<file path="src/sv/pwsh_pkg.sv">
`timescale 1ns / 1ps
`default_nettype none
package pwsh_pkg;

  localparam int SAMPLE_BITS = 24;
  localparam int DATA_W = ((SAMPLE_BITS + 7) / 8) * 8;

  localparam int CFG_W = 17;
  localparam int IDX_W = 3;

  localparam logic [IDX_W-1:0] REG_KNOB = 3'd0;
  localparam logic [IDX_W-1:0] REG_WET  = 3'd1;
  localparam logic [IDX_W-1:0] REG_LOW  = 3'd2;
  localparam logic [IDX_W-1:0] REG_MID  = 3'd3;
  localparam logic [IDX_W-1:0] REG_HIGH = 3'd4;

  localparam int LOG_ROUNDS = 32;
  localparam int TERMS = 13;

  localparam logic [31:0] LN2_Q32 = 32'd2977044472;
  localparam logic [31:0] ONE_Q31 = 32'h8000_0000;

  // floor(2^32 / n) for the Horner divisors 1..13
  localparam logic [32:0] RECIP [0:15] = '{
    33'd0,
    33'd4294967296, 33'd2147483648, 33'd1431655765, 33'd1073741824,
    33'd858993459,  33'd715827882,  33'd613566756,  33'd536870912,
    33'd477218588,  33'd429496729,  33'd390451572,  33'd357913941,
    33'd330382099,
    33'd0, 33'd0
  };

  // Per-sample data that rides along the pipe
  typedef struct packed {
    logic signed [SAMPLE_BITS-1:0] x;
    logic                          neg;
    logic                          zero;
    logic [4:0]                    k;
    logic [10:0]                   shift;
  } side_t;

  function automatic logic [4:0] msb_index(input logic [SAMPLE_BITS-1:0] v);
    logic [4:0] idx;
    idx = 5'd0;
    for (int i = 0; i < SAMPLE_BITS; i++) begin
      if (v[i]) idx = 5'(i);
    end
    return idx;
  endfunction

endpackage
`default_nettype wire

</file>
<file path="src/sv/pwsh_log_step.sv">
`timescale 1ns / 1ps
`default_nettype none
module pwsh_log_step (
  input  wire logic              clk,
  input  wire logic              rst,
  input  wire logic              en,
  input  wire logic              in_valid,
  input  wire pwsh_pkg::side_t   in_side,
  input  wire logic [31:0]       in_z,
  input  wire logic [31:0]       in_f,
  output logic                   out_valid,
  output pwsh_pkg::side_t        out_side,
  output logic [31:0]            out_z,
  output logic [31:0]            out_f
);
  import pwsh_pkg::*;

  logic [63:0] zz;
  logic        bit_out;

  // Square the mantissa; an overflow past 2.0 yields one log bit
  assign zz      = in_z * in_z;
  assign bit_out = zz[63];

  always_ff @(posedge clk) begin
    if (rst) begin
      out_valid <= 1'b0;
    end else if (en) begin
      out_valid <= in_valid;
    end
  end

  always_ff @(posedge clk) begin
    if (en) begin
      out_side <= in_side;
      out_z    <= bit_out ? zz[63:32] : zz[62:31];
      out_f    <= {in_f[30:0], bit_out};
    end
  end

endmodule
`default_nettype wire

</file>
<file path="config.mk">
export PLATFORM = sky130hd
export DESIGN_NAME = pwsh_log_step
export DESIGN_NICKNAME = d
export VERILOG_FILES = /design/src/sv/pwsh_pkg.sv /design/src/sv/pwsh_log_step.sv
export SDC_FILE = /design/constraint.sdc
export NUM_CORES = 2
export LEC_CHECK = 0
export ABC_AREA = 1
export BUFFER_PORTS_ARGS = -buffer_cell sky130_fd_sc_hd__buf_4
export CORE_ASPECT_RATIO = 0.8
export CORE_MARGIN = 2
export CORE_UTILIZATION = 46
export DETAILED_ROUTE_END_ITERATION = 6
export GPL_TIMING_DRIVEN = 0
export MAX_ROUTING_LAYER = met4
export SYNTH_ARGS = -nofsm -noshare
export SYNTH_HDL_FRONTEND = slang
export SYNTH_SLANG_ARGS = --single-unit
</file>
<file path="constraint.sdc">
create_clock -name clk -period 18.8 [get_ports clk]
set_input_delay 0 -clock clk [delete_from_list [all_inputs] [get_ports clk]]
set_output_delay 0 -clock clk [all_outputs]
set_load 0.01 [all_outputs]
</file>
; ---- Word-level counts from Yosys, hierarchy flattened
; Index checks and enable logic that the tools add are counted.
[classes]
mul = 1
mux = 1
[ops]
columns = op, count
row1 = $mul 32x32->64, 1
row2 = $mux 31, 1
[word_totals]
register_bits = 107
inputBits = 110
out_inout_bits = 107
elab_cells = 11

; ---- Depth between registers and ports, before layout
[depth]
ltp_word = 2
ltp_mapped = 36
depth_no_buf = 33

; ---- Worst setup path after synthesis
; Ideal clock, no wire load.
[synth_path]
path_type = input-to-reg
start = in in_z[12]
end = reg out_z[1] (data pin)
setup_time_ps = 252
arrival_ps = 6412
required_ps = 18548
setup_slack_ps = 12136
stages = 30
n_path_buf = 4
cell_sequence = clkbuf_1 -> clkbuf_1 -> clkbuf_1 -> nand2_1 -> fa_1 -> inv_1 -> fa_1 -> fa_1 -> inv_1 -> fa_1 -> inv_1 -> fa_1 -> inv_1 -> fa_1 -> inv_1 -> fa_1 -> fa_1 -> ha_1 -> nand2_1 -> nor2_1 -> nand2_1 -> nor2_1 -> nand2_1 -> nand2_1 -> nand2_2 -> nand3_1 -> nand2_4 -> buf_6 -> nand2_1 -> nand2_1
[synth_via]
elab_chain_len = 2
[synth_lines]
columns = element, line
row1 = start: declaration, pwsh_log_step.sv:9  ; input wire logic [31:0] in_z,
row2 = $mul 32x32->64, pwsh_log_step.sv:22  ; assign zz = in_z * in_z;
row3 = $mux 31, pwsh_log_step.sv:36  ; out_z <= bit_out ? zz[63:32] : zz[62:31];
row4 = end signal: assignment, pwsh_log_step.sv:36
row5 = end: declaration, pwsh_log_step.sv:13  ; output logic [31:0] out_z,
; Every way passes these cells.
; A chain may end at the register's enable or synchronous reset.

; ---- Worst setup path after layout
[layout_path]
start = in in_z[12]
end = reg out_z[31] (data pin)
[layout_via]
elab_chain_len = 1
[layout_lines]
columns = element, line
row1 = $mul 32x32->64, pwsh_log_step.sv:22
; Every way passes these cells.

==> impl_metrics.toml <==
[detailed_routing]
postRouteAntennaNets = 0
vias = 27666
routedWlPerCell_um = 20.9
vias_per_cell = 4.95
dr.pass1.iters = 7
wl_um = 117000
drt_iter0_drc = 2845
route.detailed.drc = 0

[synth]
synth_nets = 5477
syn_inst = 4276
synth-seq-area-share_pct = 9.11
ys_ff_latch = 107
synth_cell_type_count = 35
synth_area_mm2 = 0.0351
yosysWarnings = 0
syn_avg_cell_area_um2 = 8.22

[place]
gp_congestion = 0.991
numPortBuffers = 212
dpl.hpwl_um = 98400

[timing]
min_period_over_period_pct = 46.5
hold_slack_ns = 0.355
finalMaxSlewViolations = 0
fin_skew_ns = 0
fmax_mhz = 114
setup_viol = 0
rsz0062_at_grt = "no"
slew_headroom_pct = 11.4
finalHoldViolCount = 0
tns_ns = 0
tightest_slew_ns = 1.33
fin_crit_ns = 8.75

[grt]
grt_pass1_wl_um = 178000
track_usage_pct = 31.7
grt_max_degree = 108
grt_pass1_vias = 28679
gr-total-overflow = 0
antenna_found_initial = 4

[final_layout]
final_nets = 5775
final_cell_mix = "inv_1, nand2_1, fa_1, ha_1, buf_4"
fill_cells = 7390
syn_to_final_growth_pct = 11.1
drive_gt1_share_pct = 5.66
layout_commonest_cell = "inv_1"

[clock_network]
cts-root-buf = "clkbuf_16"
htreeDepth = 3
clockBufferDepth = 2
cts_resized = 0
cts.reportedPaths.clkPinSlew_ns = 0.07
postCtsSetupBuffers = 0
insertion_delay_ns = 0.35
cts.sinks = 107
cts_tree = "built"
cts_made_buffers = 9

[critical_path]
timing_worst_setup_path_type = "input pin to register"
worst_ep_required_time_ns = 18.90
crit_path_end_kind = "register"
start_kind = "input pin"
crit_slowest_cell = "clkbuf_1"
critPathArrivalTime_ns = 8.85
rrSetupSlack_ns = 17.66
cp_max_fo = 10
path_common_cell = "fa_1"
slowest_delay_ns = 0.92

[die]
dieArea_mm2 = 0.0786
fp.dieH_um = 251
core_area_mm2 = 0.0756
start_util_pct = 46.5
die_x_um = 313
io_pins = 217
num_rows = 90

[hold_path]
hp-class = "input pin to register"

[status]
status = "complete, no violations"

[flow_run]
maxCapViolCount = 0
## kinds of logic (layout without fill, tap and decap cells)
family,Yosys count,count (layout),synth area share [%]
simple gates,1357,1357,15.2
compound gates,114,114,1.90
xor+xnor,49,49,1.22
mux,1,1,0.0285
fa+ha+maj,1091,1091,55.7
flops,107,107,9.11
buf+inv,1557,1859,16.8
other cells,0,2,0
## registers in the layout (all words and copies together) (netlist names)
| register | cells |
|---|---|
| out_side | 42 |
| out_f | 32 |
| out_z | 32 |
| out_valid | 1 |
## critical path: cells and delay by family
| kind | cells | cell delay (ns) |
|---|---|---|
| and+or+nand+nor | 12 | 1.86 |
| adders and majority gates | 9 | 4.46 |
| buffers and inverters | 9 | 2.52 |
## Yosys cell counts
cell	n	area [um^2]
nor3_1	5	25.0
a31o_2	6	52.6
or2_2	5	31.3
a31oi_1	2	12.5
nand3b_1	5	37.5
and2_1	5	31.3
xnor2_1	16	140
a21oi_2	1	8.76
nor2_1	112	420
ha_1	300	3750
a21o_1	4	30.0
inv_1	1446	5430
xor2_1	33	289
clkbuf_1	89	334
fa_1	791	15800
nor3_2	3	30.0
clkinv_1	2	7.51
nand2_4	2	22.5
and3_1	1	6.26
a21oi_1	60	300
nor4_1	4	25.0
o21a_1	1	7.51
nand4_1	18	113
nand2_2	10	62.6
mux2i_1	1	10.0
edfxtp_1	106	3180
nand2_1	1115	4190
dfxtp_1	1	20.0
o21ai_0	17	85.1
nand3_1	71	355
nor2_2	1	6.26
buf_1	14	52.6
o21bai_1	21	158
a21boi_0	2	15.0
buf_6	6	67.6
## path summary, 6_finish.rpt
kind | depth (start not counted) | endpoint | from
max | 30 | out_z[31]$_SDFFCE_PP1P_ | in_z[12]
min reg2reg | 3 | out_valid$_SDFFE_PP0P_ | out_valid$_SDFFE_PP0P_
min | 2 | out_f[15]$_DFFE_PP_ | in_f[14]
max reg2reg | 3 | out_valid$_SDFFE_PP0P_ | out_valid$_SDFFE_PP0P_
## timing repair
| action | in CTS | in global routing |
|---|---|---|
| hold buffers | 75 | 0 |
| hold endpoints to repair | 74 | 0 |
| endpoints found under the setup margin | 0 | 0 |
## area by class of cell
type                       instances  area [um^2]  share of cell area, %
sequential                       107         3200                   8.20
inverter                        1448         5440                   13.9
timing repair buffer             287         2340                   6.00
clock inverter                     4         51.3                  0.131
multi-input combinational       2612        26000                   66.7
buffer                           109          454                   1.16
clock buffer                      11          233                  0.596
antenna                            2         5.00                 0.0128
tap                             1012         1270                   3.24
## routing by layer
metal / track usage, % / wire (um) / up-vias
met3: 6.06 / 11700 / 149
met1: 45.2 / 50600 / 13746
li1: - / - / 12589
met5: - / 0 / -
met2: 47.7 / 51800 / 1182
met4: 5.33 / 2500 / 0
## per-stage QoR
step / worst slack [ns] / utilization, % / area [um^2] / cells
floorplan: 12.14 / - / 35100 / 4276
global placement: 9.86 / 50.3 / 38000 / 5500
detailed placement: 9.87 / 50.3 / 38000 / 5500
CTS: 10.22 / 51.7 / 39000 / 5590
global route: 9.66 / 51.7 / 39000 / 5592
finish: 10.05 / 51.7 / 39000 / 5592
Power is left out: the tool's default activity adds up to more than one toggle a clock period on the data nets, which glitch-free logic cannot reach.
